[src/rtl/wvc_pkg.sv]
// Shared types, widths and constants of the weighted vote combiner.
package wvc_pkg;

    localparam int LABEL_W    = 10;
    localparam int CONF_W     = 16;
    localparam int WEIGHT_W   = 16;
    localparam int NSYS_W     = 5;
    localparam int VOTES_W    = 5;
    localparam int SUM_W      = 20;
    localparam int SCORE_W    = 24;
    localparam int DIV_W      = 25;
    localparam int CFG_IDX_W  = 3;
    localparam int CFG_DATA_W = 16;
    localparam int LFSR_W     = 16;
    localparam int FRAC_SHIFT = 12;

    localparam int DEF_MAX_SYSTEMS     = 16;
    localparam int DEF_VOCABULARY_SIZE = 1024;

    localparam logic [VOTES_W-1:0] VOTES_MAX = '1;
    localparam logic [SUM_W-1:0]   SUM_MAX   = '1;
    localparam logic [SCORE_W-1:0] SCORE_MAX = '1;
    localparam logic [LFSR_W-1:0]  LFSR_SEED = 16'hACE1;

    localparam logic [WEIGHT_W-1:0] RST_WEIGHT_FREQUENCY = 16'd4096;
    localparam logic [WEIGHT_W-1:0] RST_WEIGHT_OTHER     = 16'd0;
    localparam logic [NSYS_W-1:0]   RST_NUMBER_OF_SYSTEMS = 5'd2;
    localparam logic [LABEL_W-1:0]  RST_NULL_LABEL       = 10'd1023;

    typedef enum logic [CFG_IDX_W-1:0] {
        CFG_WEIGHT_FREQUENCY          = 3'd0,
        CFG_WEIGHT_CONFIDENCE_SUM     = 3'd1,
        CFG_WEIGHT_AVERAGE_CONFIDENCE = 3'd2,
        CFG_WEIGHT_MAXIMUM_CONFIDENCE = 3'd3,
        CFG_NUMBER_OF_SYSTEMS         = 3'd4,
        CFG_RANDOM_TIE_BREAK          = 3'd5,
        CFG_NULL_LABEL                = 3'd6
    } cfg_index_t;

    typedef struct packed {
        logic [LABEL_W-1:0] label;
        logic [VOTES_W-1:0] votes;
        logic [SUM_W-1:0]   sum;
        logic [CONF_W-1:0]  max;
        logic [SCORE_W-1:0] score;
    } entry_t;

    typedef struct packed {
        logic load_new;
        logic merge;
        logic shift;
    } cell_ctl_t;

endpackage

[src/rtl/weighted_vote_combiner_unit.sv]
// Top level of the weighted vote combiner: candidate ring, scoring sequencer, ports.
//
// Channel   Direction  Handshake                 Payload
// input     in         start & !busy             label_id, confidence, last
// result    out        result_valid (one cycle)  winner_label, winner_score
// config    in         cfg_valid & cfg_ready     cfg_index, cfg_data
//
// An item that is not marked last leaves the unit idle: its label is matched against
// every cell at once and merged or added. On a last item the ring rotates so that
// each candidate in turn reaches the head cell, where one shared multiplier and a
// bit-serial divider work out its four terms; an empty cell is passed over. With
// random tie breaking on, one pass of the ring counts the ties and a draw state
// follows; a second pass finds the drawn candidate only when two or more tie. An
// output state ends the slot. Reset is asynchronous and active low; the table
// comes up empty.
// The result strobe lasts one cycle and cannot be stalled by the receiver.
module weighted_vote_combiner_unit #(
    parameter int MAX_SYSTEMS     = wvc_pkg::DEF_MAX_SYSTEMS,
    parameter int VOCABULARY_SIZE = wvc_pkg::DEF_VOCABULARY_SIZE
) (
    input  logic                           clk,
    input  logic                           rst_n,
    input  logic                           start,
    output logic                           busy,
    input  logic [wvc_pkg::LABEL_W-1:0]    label_id,
    input  logic [wvc_pkg::CONF_W-1:0]     confidence,
    input  logic                           last,
    output logic                           result_valid,
    output logic [wvc_pkg::LABEL_W-1:0]    winner_label,
    output logic [wvc_pkg::SCORE_W-1:0]    winner_score,
    input  logic                           cfg_valid,
    output logic                           cfg_ready,
    input  logic [wvc_pkg::CFG_IDX_W-1:0]  cfg_index,
    input  logic [wvc_pkg::CFG_DATA_W-1:0] cfg_data
);

    localparam int IW = (MAX_SYSTEMS > 1) ? $clog2(MAX_SYSTEMS) : 1;
    localparam int CW = $clog2(MAX_SYSTEMS + 1);
    localparam int MUL_W = wvc_pkg::SUM_W + wvc_pkg::WEIGHT_W;
    localparam int TOT_W = wvc_pkg::DIV_W + 2;

    // The sequencer walks through these one-hot states.
    typedef enum logic [9:0] {
        S_IDLE = 10'b0000000001,
        S_MUL  = 10'b0000000010,
        S_DIV1 = 10'b0000000100,
        S_DIV2 = 10'b0000001000,
        S_DIV3 = 10'b0000010000,
        S_SUM  = 10'b0000100000,
        S_TIES = 10'b0001000000,
        S_DRAW = 10'b0010000000,
        S_PICK = 10'b0100000000,
        S_OUT  = 10'b1000000000
    } state_t;

    // Configuration registers.
    logic [wvc_pkg::WEIGHT_W-1:0] wf_reg, ws_reg, wa_reg, wm_reg;
    logic [wvc_pkg::NSYS_W-1:0]   nsys_reg;
    logic                         rand_reg;
    logic [wvc_pkg::LABEL_W-1:0]  null_reg;

    assign cfg_ready = 1'b1;

    always_ff @(posedge clk or negedge rst_n)
    begin
        if (!rst_n)
        begin
            wf_reg   <= wvc_pkg::RST_WEIGHT_FREQUENCY;
            ws_reg   <= wvc_pkg::RST_WEIGHT_OTHER;
            wa_reg   <= wvc_pkg::RST_WEIGHT_OTHER;
            wm_reg   <= wvc_pkg::RST_WEIGHT_OTHER;
            nsys_reg <= wvc_pkg::RST_NUMBER_OF_SYSTEMS;
            rand_reg <= 1'b0;
            null_reg <= wvc_pkg::RST_NULL_LABEL;
        end
        else if (cfg_valid)
        begin
            case (wvc_pkg::cfg_index_t'(cfg_index))
                wvc_pkg::CFG_WEIGHT_FREQUENCY:          wf_reg   <= cfg_data;
                wvc_pkg::CFG_WEIGHT_CONFIDENCE_SUM:     ws_reg   <= cfg_data;
                wvc_pkg::CFG_WEIGHT_AVERAGE_CONFIDENCE: wa_reg   <= cfg_data;
                wvc_pkg::CFG_WEIGHT_MAXIMUM_CONFIDENCE: wm_reg   <= cfg_data;
                wvc_pkg::CFG_NUMBER_OF_SYSTEMS:
                    nsys_reg <= cfg_data[wvc_pkg::NSYS_W-1:0];
                wvc_pkg::CFG_RANDOM_TIE_BREAK:          rand_reg <= cfg_data[0];
                wvc_pkg::CFG_NULL_LABEL:
                    null_reg <= cfg_data[wvc_pkg::LABEL_W-1:0];
                default: ;
            endcase
        end
    end

    // Control state.
    state_t                      state_reg, state_next;
    logic [CW-1:0]               count_reg, count_next;
    logic [IW-1:0]               k_reg, k_next;
    logic [CW-1:0]               ties_reg, ties_next;
    logic [CW-1:0]               pick_reg, pick_next;
    logic                        picked_reg, picked_next;
    logic [wvc_pkg::LFSR_W-1:0]  lfsr_reg, lfsr_next;
    logic                        rv_reg, rv_next;

    // Datapath registers, no reset needed.
    logic [wvc_pkg::SCORE_W-1:0] p2_reg, p3_reg;
    logic [wvc_pkg::SUM_W-1:0]   p4_reg;
    logic [wvc_pkg::DIV_W-1:0]   q1_reg, q2_reg;
    logic [wvc_pkg::SCORE_W-1:0] best_reg, best_next;
    logic [wvc_pkg::LABEL_W-1:0] best_label_reg, best_label_next;
    logic [wvc_pkg::LABEL_W-1:0] wl_reg;
    logic [wvc_pkg::SCORE_W-1:0] ws_out_reg;

    // Candidate ring.
    wvc_pkg::entry_t    cell_q [MAX_SYSTEMS];
    wvc_pkg::entry_t    shift_in [MAX_SYSTEMS];
    wvc_pkg::cell_ctl_t ctl [MAX_SYSTEMS];
    wvc_pkg::entry_t    head, ring_back;

    logic                        accept;
    logic                        rotate;
    logic                        head_use;
    logic                        head_tied;
    logic                        pass_end;
    logic [wvc_pkg::LABEL_W-1:0] eff_label;
    logic [MAX_SYSTEMS-1:0]      hit;
    logic                        found_any;
    logic [IW-1:0]               found_idx;

    assign busy     = (state_reg != S_IDLE);
    assign accept   = start && (state_reg == S_IDLE);
    assign head     = cell_q[0];
    assign head_use = CW'(k_reg) < count_reg;
    assign head_tied = head_use && (head.score == best_reg);
    assign pass_end = (k_reg == IW'(MAX_SYSTEMS - 1));

    // Labels outside the vocabulary count as the null label.
    assign eff_label = (32'(label_id) >= 32'(VOCABULARY_SIZE)) ? null_reg : label_id;

    always_comb
    begin
        found_any = 1'b0;
        found_idx = '0;
        for (int i = MAX_SYSTEMS - 1; i >= 0; i--)
        begin
            hit[i] = (cell_q[i].label == eff_label) && (CW'(i) < count_reg);
            if (hit[i])
            begin
                found_any = 1'b1;
                found_idx = IW'(i);
            end
        end
    end

    assign rotate = ((state_reg == S_MUL) && !head_use) || (state_reg == S_SUM)
                    || (state_reg == S_TIES) || (state_reg == S_PICK);

    // Scoring pipeline: one shared multiplier and the divider.
    logic [wvc_pkg::SUM_W-1:0]                   mul_a;
    logic [wvc_pkg::WEIGHT_W-1:0]                mul_b;
    logic [MUL_W-1:0]                            mul_p;
    logic [wvc_pkg::VOTES_W+wvc_pkg::WEIGHT_W-1:0] freq_prod;
    logic                                        div_start;
    logic [wvc_pkg::DIV_W-1:0]                   div_dividend;
    logic [wvc_pkg::NSYS_W-1:0]                  div_divisor;
    logic [wvc_pkg::DIV_W-1:0]                   div_quotient;
    logic                                        div_done;
    logic [wvc_pkg::NSYS_W-1:0]                  n_div;
    logic [wvc_pkg::NSYS_W-1:0]                  v_div;
    logic [wvc_pkg::DIV_W-1:0]                   q3_eff;
    logic [TOT_W-1:0]                            total;
    logic [wvc_pkg::SCORE_W-1:0]                 score_sat;
    logic [wvc_pkg::LFSR_W-1:0]                  lfsr_step;
    logic [wvc_pkg::LFSR_W+CW-1:0]               draw_prod;

    always_comb
    begin
        case (state_reg)
            S_MUL:
            begin
                mul_a = head.sum;
                mul_b = ws_reg;
            end
            S_DIV1:
            begin
                mul_a = head.sum;
                mul_b = wa_reg;
            end
            default:
            begin
                mul_a = wvc_pkg::SUM_W'(head.max);
                mul_b = wm_reg;
            end
        endcase
    end

    assign mul_p     = MUL_W'(mul_a) * MUL_W'(mul_b);
    assign freq_prod = (wvc_pkg::VOTES_W + wvc_pkg::WEIGHT_W)'(head.votes) *
                       (wvc_pkg::VOTES_W + wvc_pkg::WEIGHT_W)'(wf_reg);

    // A system count of zero divides as one; so would zero votes.
    assign n_div = (nsys_reg == '0) ? wvc_pkg::NSYS_W'(1) : nsys_reg;
    assign v_div = (head.votes == '0) ? wvc_pkg::NSYS_W'(1) : head.votes;

    always_comb
    begin
        div_start    = 1'b0;
        div_dividend = {freq_prod, 4'b0000};
        div_divisor  = n_div;
        case (state_reg)
            S_MUL:  div_start = head_use;
            S_DIV1:
            begin
                div_start    = div_done;
                div_dividend = wvc_pkg::DIV_W'(p2_reg);
            end
            S_DIV2:
            begin
                div_start    = div_done;
                div_dividend = wvc_pkg::DIV_W'(p3_reg);
                div_divisor  = v_div;
            end
            default: ;
        endcase
    end

    wvc_div u_div (
        .clk      (clk),
        .rst_n    (rst_n),
        .start    (div_start),
        .dividend (div_dividend),
        .divisor  (div_divisor),
        .quotient (div_quotient),
        .done     (div_done)
    );

    assign q3_eff = (head.votes == '0) ? '0 : div_quotient;
    assign total  = TOT_W'(q1_reg) + TOT_W'(q2_reg) + TOT_W'(q3_eff) + TOT_W'(p4_reg);
    assign score_sat = (total > TOT_W'(wvc_pkg::SCORE_MAX))
                       ? wvc_pkg::SCORE_MAX : total[wvc_pkg::SCORE_W-1:0];

    // The head cell's entry goes round to the tail, carrying its fresh score from the sum state.
    always_comb
    begin
        ring_back = cell_q[0];
        if (state_reg == S_SUM)
        begin
            ring_back.score = score_sat;
        end
    end

    for (genvar g = 0; g < MAX_SYSTEMS; g++)
    begin : g_cell
        if (g < MAX_SYSTEMS - 1)
        begin : g_mid
            assign shift_in[g] = cell_q[g+1];
        end
        else
        begin : g_tail
            assign shift_in[g] = ring_back;
        end

        assign ctl[g].shift    = rotate;
        assign ctl[g].merge    = accept && found_any && (found_idx == IW'(g));
        assign ctl[g].load_new = accept && !found_any && (count_reg == CW'(g));

        wvc_cell u_cell (
            .clk      (clk),
            .ctl      (ctl[g]),
            .label    (eff_label),
            .conf     (confidence),
            .shift_in (shift_in[g]),
            .entry    (cell_q[g])
        );
    end

    // Taps x^16 + x^14 + x^13 + x^11 + 1, shifting right.
    assign lfsr_step = {lfsr_reg[0] ^ lfsr_reg[2] ^ lfsr_reg[3] ^ lfsr_reg[5],
                        lfsr_reg[wvc_pkg::LFSR_W-1:1]};
    assign draw_prod = (wvc_pkg::LFSR_W + CW)'(lfsr_step) * (wvc_pkg::LFSR_W + CW)'(ties_reg);

    always_comb
    begin
        state_next      = state_reg;
        count_next      = count_reg;
        k_next          = k_reg;
        ties_next       = ties_reg;
        pick_next       = pick_reg;
        picked_next     = picked_reg;
        lfsr_next       = lfsr_reg;
        rv_next         = 1'b0;
        best_next       = best_reg;
        best_label_next = best_label_reg;
        if (rotate)
        begin
            k_next = pass_end ? '0 : k_reg + IW'(1);
        end
        case (state_reg)
            S_IDLE:
            begin
                if (accept)
                begin
                    // A new label is dropped once the table is full.
                    if (!found_any && (count_reg < CW'(MAX_SYSTEMS)))
                    begin
                        count_next = count_reg + CW'(1);
                    end
                    if (last)
                    begin
                        state_next = S_MUL;
                        k_next     = '0;
                    end
                end
            end
            S_MUL:
            begin
                if (head_use)
                begin
                    state_next = S_DIV1;
                end
                else if (pass_end)
                begin
                    state_next = rand_reg ? S_TIES : S_OUT;
                    ties_next  = '0;
                end
            end
            S_DIV1:
            begin
                if (div_done)
                begin
                    state_next = S_DIV2;
                end
            end
            S_DIV2:
            begin
                if (div_done)
                begin
                    state_next = S_DIV3;
                end
            end
            S_DIV3:
            begin
                if (div_done)
                begin
                    state_next = S_SUM;
                end
            end
            S_SUM:
            begin
                // First highest score wins unless a draw follows.
                if ((k_reg == '0) || (score_sat > best_reg))
                begin
                    best_next       = score_sat;
                    best_label_next = head.label;
                end
                if (pass_end)
                begin
                    state_next = rand_reg ? S_TIES : S_OUT;
                    ties_next  = '0;
                end
                else
                begin
                    state_next = S_MUL;
                end
            end
            S_TIES:
            begin
                if (head_tied)
                begin
                    ties_next = ties_reg + CW'(1);
                end
                if (pass_end)
                begin
                    state_next = S_DRAW;
                end
            end
            S_DRAW:
            begin
                if (ties_reg > CW'(1))
                begin
                    lfsr_next   = lfsr_step;
                    pick_next   = draw_prod[wvc_pkg::LFSR_W+CW-1:wvc_pkg::LFSR_W];
                    picked_next = 1'b0;
                    k_next      = '0;
                    state_next  = S_PICK;
                end
                else
                begin
                    state_next = S_OUT;
                end
            end
            S_PICK:
            begin
                if (head_tied && !picked_reg)
                begin
                    if (pick_reg == '0)
                    begin
                        best_label_next = head.label;
                        picked_next     = 1'b1;
                    end
                    else
                    begin
                        pick_next = pick_reg - CW'(1);
                    end
                end
                if (pass_end)
                begin
                    state_next = S_OUT;
                end
            end
            S_OUT:
            begin
                rv_next    = (best_label_reg != null_reg);
                count_next = '0;
                state_next = S_IDLE;
            end
            default:
            begin
                state_next = S_IDLE;
            end
        endcase
    end

    always_ff @(posedge clk or negedge rst_n)
    begin
        if (!rst_n)
        begin
            state_reg  <= S_IDLE;
            count_reg  <= '0;
            k_reg      <= '0;
            ties_reg   <= '0;
            pick_reg   <= '0;
            picked_reg <= 1'b0;
            lfsr_reg   <= wvc_pkg::LFSR_SEED;
            rv_reg     <= 1'b0;
        end
        else
        begin
            state_reg  <= state_next;
            count_reg  <= count_next;
            k_reg      <= k_next;
            ties_reg   <= ties_next;
            pick_reg   <= pick_next;
            picked_reg <= picked_next;
            lfsr_reg   <= lfsr_next;
            rv_reg     <= rv_next;
        end
    end

    always_ff @(posedge clk)
    begin
        best_reg       <= best_next;
        best_label_reg <= best_label_next;
        if (state_reg == S_MUL)
        begin
            p2_reg <= mul_p[MUL_W-1:wvc_pkg::FRAC_SHIFT];
        end
        if (state_reg == S_DIV1)
        begin
            p3_reg <= mul_p[MUL_W-1:wvc_pkg::FRAC_SHIFT];
            if (div_done)
            begin
                q1_reg <= div_quotient;
            end
        end
        if (state_reg == S_DIV2)
        begin
            p4_reg <= mul_p[wvc_pkg::CONF_W+wvc_pkg::WEIGHT_W-1:wvc_pkg::FRAC_SHIFT];
            if (div_done)
            begin
                q2_reg <= div_quotient;
            end
        end
        if (state_reg == S_OUT)
        begin
            wl_reg     <= best_label_reg;
            ws_out_reg <= best_reg;
        end
    end

    assign result_valid = rv_reg;
    assign winner_label = wl_reg;
    assign winner_score = ws_out_reg;

    // A result only follows the output state.
    a_result_after_out: assert property (@(posedge clk) disable iff (!rst_n)
        result_valid |-> $past(state_reg == S_OUT))
        else $error("result strobe without output state");

    // The table never holds more entries than there are cells.
    a_count_bound: assert property (@(posedge clk) disable iff (!rst_n)
        count_reg <= CW'(MAX_SYSTEMS))
        else $error("entry count beyond table size");

    // The best score belongs to at least one candidate.
    a_ties_nonzero: assert property (@(posedge clk) disable iff (!rst_n)
        (state_reg == S_DRAW) |-> (ties_reg != '0))
        else $error("no candidate matches the best score");

    // A draw always lands on one of the tied candidates.
    a_pick_found: assert property (@(posedge clk) disable iff (!rst_n)
        ((state_reg == S_PICK) && pass_end) |=> picked_reg)
        else $error("tie draw found no candidate");

endmodule

[src/rtl/wvc_cell.sv]
// One candidate cell of the ring: holds a label with its votes, confidence sum, maximum and score.
module wvc_cell (
    input  logic                        clk,
    input  wvc_pkg::cell_ctl_t          ctl,
    input  logic [wvc_pkg::LABEL_W-1:0] label,
    input  logic [wvc_pkg::CONF_W-1:0]  conf,
    input  wvc_pkg::entry_t             shift_in,
    output wvc_pkg::entry_t             entry
);

    wvc_pkg::entry_t            entry_reg;
    wvc_pkg::entry_t            entry_next;
    logic [wvc_pkg::SUM_W:0]    sum_add;

    assign sum_add = {1'b0, entry_reg.sum} + (wvc_pkg::SUM_W + 1)'(conf);

    always_comb
    begin
        entry_next = entry_reg;
        if (ctl.shift)
        begin
            entry_next = shift_in;
        end
        else if (ctl.load_new)
        begin
            entry_next.label = label;
            entry_next.votes = wvc_pkg::VOTES_W'(1);
            entry_next.sum   = wvc_pkg::SUM_W'(conf);
            entry_next.max   = conf;
        end
        else if (ctl.merge)
        begin
            if (entry_reg.votes != wvc_pkg::VOTES_MAX)
            begin
                entry_next.votes = entry_reg.votes + wvc_pkg::VOTES_W'(1);
            end
            entry_next.sum = (sum_add > (wvc_pkg::SUM_W + 1)'(wvc_pkg::SUM_MAX))
                             ? wvc_pkg::SUM_MAX : sum_add[wvc_pkg::SUM_W-1:0];
            if (conf > entry_reg.max)
            begin
                entry_next.max = conf;
            end
        end
    end

    always_ff @(posedge clk)
    begin
        entry_reg <= entry_next;
    end

    assign entry = entry_reg;

endmodule

[src/rtl/wvc_div.sv]
// Restoring divider, one quotient bit per cycle, for the score terms.
module wvc_div (
    input  logic                       clk,
    input  logic                       rst_n,
    input  logic                       start,
    input  logic [wvc_pkg::DIV_W-1:0]  dividend,
    input  logic [wvc_pkg::NSYS_W-1:0] divisor,
    output logic [wvc_pkg::DIV_W-1:0]  quotient,
    output logic                       done
);

    localparam int CNT_W = $clog2(wvc_pkg::DIV_W + 1);

    logic [wvc_pkg::NSYS_W-1:0] rem_reg;
    logic [wvc_pkg::NSYS_W-1:0] dvs_reg;
    logic [wvc_pkg::DIV_W-1:0]  quo_reg;
    logic [CNT_W-1:0]           cnt_reg;
    logic                       done_reg;
    logic [wvc_pkg::NSYS_W:0]   trial;
    logic                       fits;

    assign trial = {rem_reg, quo_reg[wvc_pkg::DIV_W-1]};
    assign fits  = trial >= {1'b0, dvs_reg};

    always_ff @(posedge clk or negedge rst_n)
    begin
        if (!rst_n)
        begin
            cnt_reg  <= '0;
            done_reg <= 1'b0;
        end
        else
        begin
            done_reg <= (cnt_reg == CNT_W'(1));
            if (start)
            begin
                cnt_reg <= CNT_W'(wvc_pkg::DIV_W);
            end
            else if (cnt_reg != '0)
            begin
                cnt_reg <= cnt_reg - CNT_W'(1);
            end
        end
    end

    always_ff @(posedge clk)
    begin
        if (start)
        begin
            rem_reg <= '0;
            quo_reg <= dividend;
            dvs_reg <= divisor;
        end
        else if (cnt_reg != '0)
        begin
            rem_reg <= fits ? wvc_pkg::NSYS_W'(trial - {1'b0, dvs_reg})
                            : trial[wvc_pkg::NSYS_W-1:0];
            quo_reg <= {quo_reg[wvc_pkg::DIV_W-2:0], fits};
        end
    end

    assign quotient = quo_reg;
    assign done     = done_reg;

endmodule
[config.mk]
export PLATFORM = sky130hd
export DESIGN_NAME = weighted_vote_combiner_unit
export DESIGN_NICKNAME = d
export VERILOG_FILES = /design/src/rtl/wvc_pkg.sv /design/src/rtl/weighted_vote_combiner_unit.sv /design/src/rtl/wvc_cell.sv /design/src/rtl/wvc_div.sv
export SDC_FILE = /design/constraint.sdc
export NUM_CORES = 2
export LEC_CHECK = 0
export BUFFER_PORTS_ARGS = -buffer_cell sky130_fd_sc_hd__clkbuf_2
export CAP_MARGIN = 40
export CORE_ASPECT_RATIO = 1.1
export CORE_MARGIN = 1
export CORE_UTILIZATION = 55
export DETAILED_ROUTE_END_ITERATION = 12
export MAX_ROUTING_LAYER = met4
export PLACE_DENSITY = 0.71
export SLEW_MARGIN = 20
export SYNTH_ARGS = -nofsm -noshare
export SYNTH_HDL_FRONTEND = slang
export SYNTH_HIERARCHICAL = 1
export SYNTH_SLANG_ARGS = --single-unit
[constraint.sdc]
create_clock -name clk -period 16.9 [get_ports clk]
set_clock_uncertainty 0.05 [all_clocks]
set_input_delay 0.845 -clock clk [delete_from_list [all_inputs] [get_ports clk]]
set_output_delay 0.845 -clock clk [all_outputs]
set_load 0.02 [all_outputs]
==> metrics <==
status complete, no violations; DRC 0; core area about 190,000 µm²; Post-Syn Area ~110,000 µm²; largest net degree at the start of global routing between 150 and 200; #FFs+latches synth around 1,600; # Max-Cap Violations 0; setup TNS 0 ns; worst reg2reg startpoint state_reg[6]; die span in x between 400 and 500 µm; Ys Warns 6; Num CTS Buffers 170; filler instances around 15,000; crit-path max FO 37; hold path startpoint cfg_data[15]; slew margin rel. between 30% and 40%; Placed Area 109,000 µm²; vias in the first global route just under 80,000; measured slew at the worst slew-check pin between 1 and 1.5 ns; endpoints failing setup 0; depth of the worst register-to-register path 26; half-perimeter wire length after placement about 210,000 µm; period utilization between 50% and 60%; Mapped Nets approximately 11,000; most numerous cell in the Yosys netlist edfxtp_1; post-cts sizing count 0; NumNets Final approximately 11,000; Hold Crit Depth 2; CP Data Arrival Time roughly 10 ns; CTS tree yes; CP max-delay cell or4_1; layout cells sized above 1 11.8%; clk_lat worst skew between 0.8 and 0.9 ns; Area Growth Syn to Fin 9.46%; drt via density between 6 and 7; Post-synth ARST share ~8.6%; synth cell count leaders 1,416 x edfxtp_1, 1,002 x nand2_1, 995 x inv_1; Clk pin slew, worst setup/hold paths 0.06 ns; post-synth top area share 40.5%; sequential area share after synthesis 43.8%; first-pass GRT wire length roughly 450,000 µm; total number of H-tree levels 4; Longest Clk Path Bufs 3; Hold Path End wm_reg[15]; row cnt 167; Achievable Freq roughly 100 MHz; detailed-route wire length per cell 23.2 µm; GRT Residual Overflow 0; Multi-input gate area 54,100 µm²; CP Class reg2reg; number of flip-flops in the largest register around 1,200; WP data required 17.39 ns; CP most frequent cell fa_1; worst hold slack ~0.32 ns; Detail Route Antenna Nets 0; reg2reg setup slack between 7 and 8 ns; RSZ-0062 raised after global routing false; CP max stage delay around 0.6 ns; initial core utilization 55.5%; Placer Congestion 0.995; via count 77,700; Top Ports 87; worst r2r dst p3_reg[22]; clock tree sinks roughly 1,600; critical path capture point type register; root buffer cell clkbuf_16; Startpoint Class register; 1st-pass router iterations 6; Post-synth EDFFs about 1,400; Final Hold Viols 0; post-route cell area roughly 110,000 µm²; CP delay by family, top adder cells; Synth Instances 9,705; Detailed Route Iter0 Violations ~6,700; Die Y about 460 µm; post-synthesis cell type count slightly below 100; gr usage total a little under a third; Synth area leader edfxtp_1; Period minus WS final slightly below 10 ns; hold crit path type in2reg; input/output buffers between 80 and 90; Final Slew Violations 0; Post-Route WL approximately 290,000 µm; ys flop type edfxtp_1; die area 193,000 µm²; syn avg cell area between 10 and 15 µm²; antenna violations before repair 11; CP bufs+invs 5; largest cells by area after synthesis edfxtp_1 40%, ha_1 9.3%, fa_1 7.5%, mux2_2 5.2%, nand2_1 3.6%; FF/Latch Area roughly 46,000 µm²
-- routing by layer --
layer,vias up,track usage (%),part of all wire (%)
li1,35400,-,-
met1,38500,38.5,41
met2,2945,50.0,48
met3,779,3.88,6.1
met4,0,14.8,5.4
met5,-,-,0
-- area by class of cell --
class / count / share of cell area (%)
repair buffers: 251 / 1.81
clock inverters: 111 / 1.27
multi-input cells: 6821 / 47.0
clock buffers: 201 / 3.81
diodes: 6 / 0.0131
well taps: 2535 / 2.76
flip-flops and latches: 1554 / 40.0
inverters: 1012 / 3.31
-- per-stage QoR --
stage | utilization [%] | setup slack (ns) | instances
after detailed placement | 57.6 | 7.23 | 12200
after global placement | 57.4 | 7.32 | 12100
final | 60.8 | 7.08 | 12500
after floorplan | - | 3.13 | 9705
after global routing | 60.8 | 6.54 | 12500
after CTS | 60.7 | 7.12 | 12500
-- timing repair --
item,CTS,global route
hold buffers,1,0
hold endpoints to repair,66,0
setup buffers,0,0
-- how the worst max path moves through the flow --
stage | from | end | slack, ns | cells after the start
after global placement | state_reg[5] | p2_reg[22] | 7.32 | 26
after global routing | state_reg[6] | p2_reg[23] | 6.54 | 26
final | state_reg[6] | p3_reg[22] | 7.08 | 26
after detailed placement | state_reg[5] | p2_reg[22] | 7.23 | 26
after floorplan | state_reg[5] | g_cell[0].u_cell/entry[24] | 3.13 | 11
after CTS | state_reg[6] | p3_reg[22] | 7.12 | 26
-- cell usage in the layout, fill, tap and decap left out, drive strengths merged, types with 84 or more instances in the layout --
cell type  instances
a31oi            136
ha               779
o211ai            84
mux2             484
o21a             101
xor2             219
a21o             131
fa               394
clkbuf           273
nor2             434
xnor2            275
nor2b            101
nand3            163
clkinv            87
buf              177
a211oi            94
nor3             109
nand2           1003
o22ai            147
edfxtp          1416
and2             120
a21oi            607
o21ai            405
dfrtp            112
nand4            133
inv             1001
-- cells by family after synthesis --
kind of cell | after synthesis | synth area share (%)
other cells | 1 | 0.00357
flops | 1554 | 43.8
compound gates | 2205 | 13.9
xor+xnor | 494 | 4.12
fa+ha+maj | 1173 | 16.8
mux | 525 | 5.58
buf+inv | 1330 | 4.85
simple gates | 2423 | 11.0
Power is left out: the tool's default activity adds up to more than one toggle a clock period on the data nets, which glitch-free logic cannot reach.
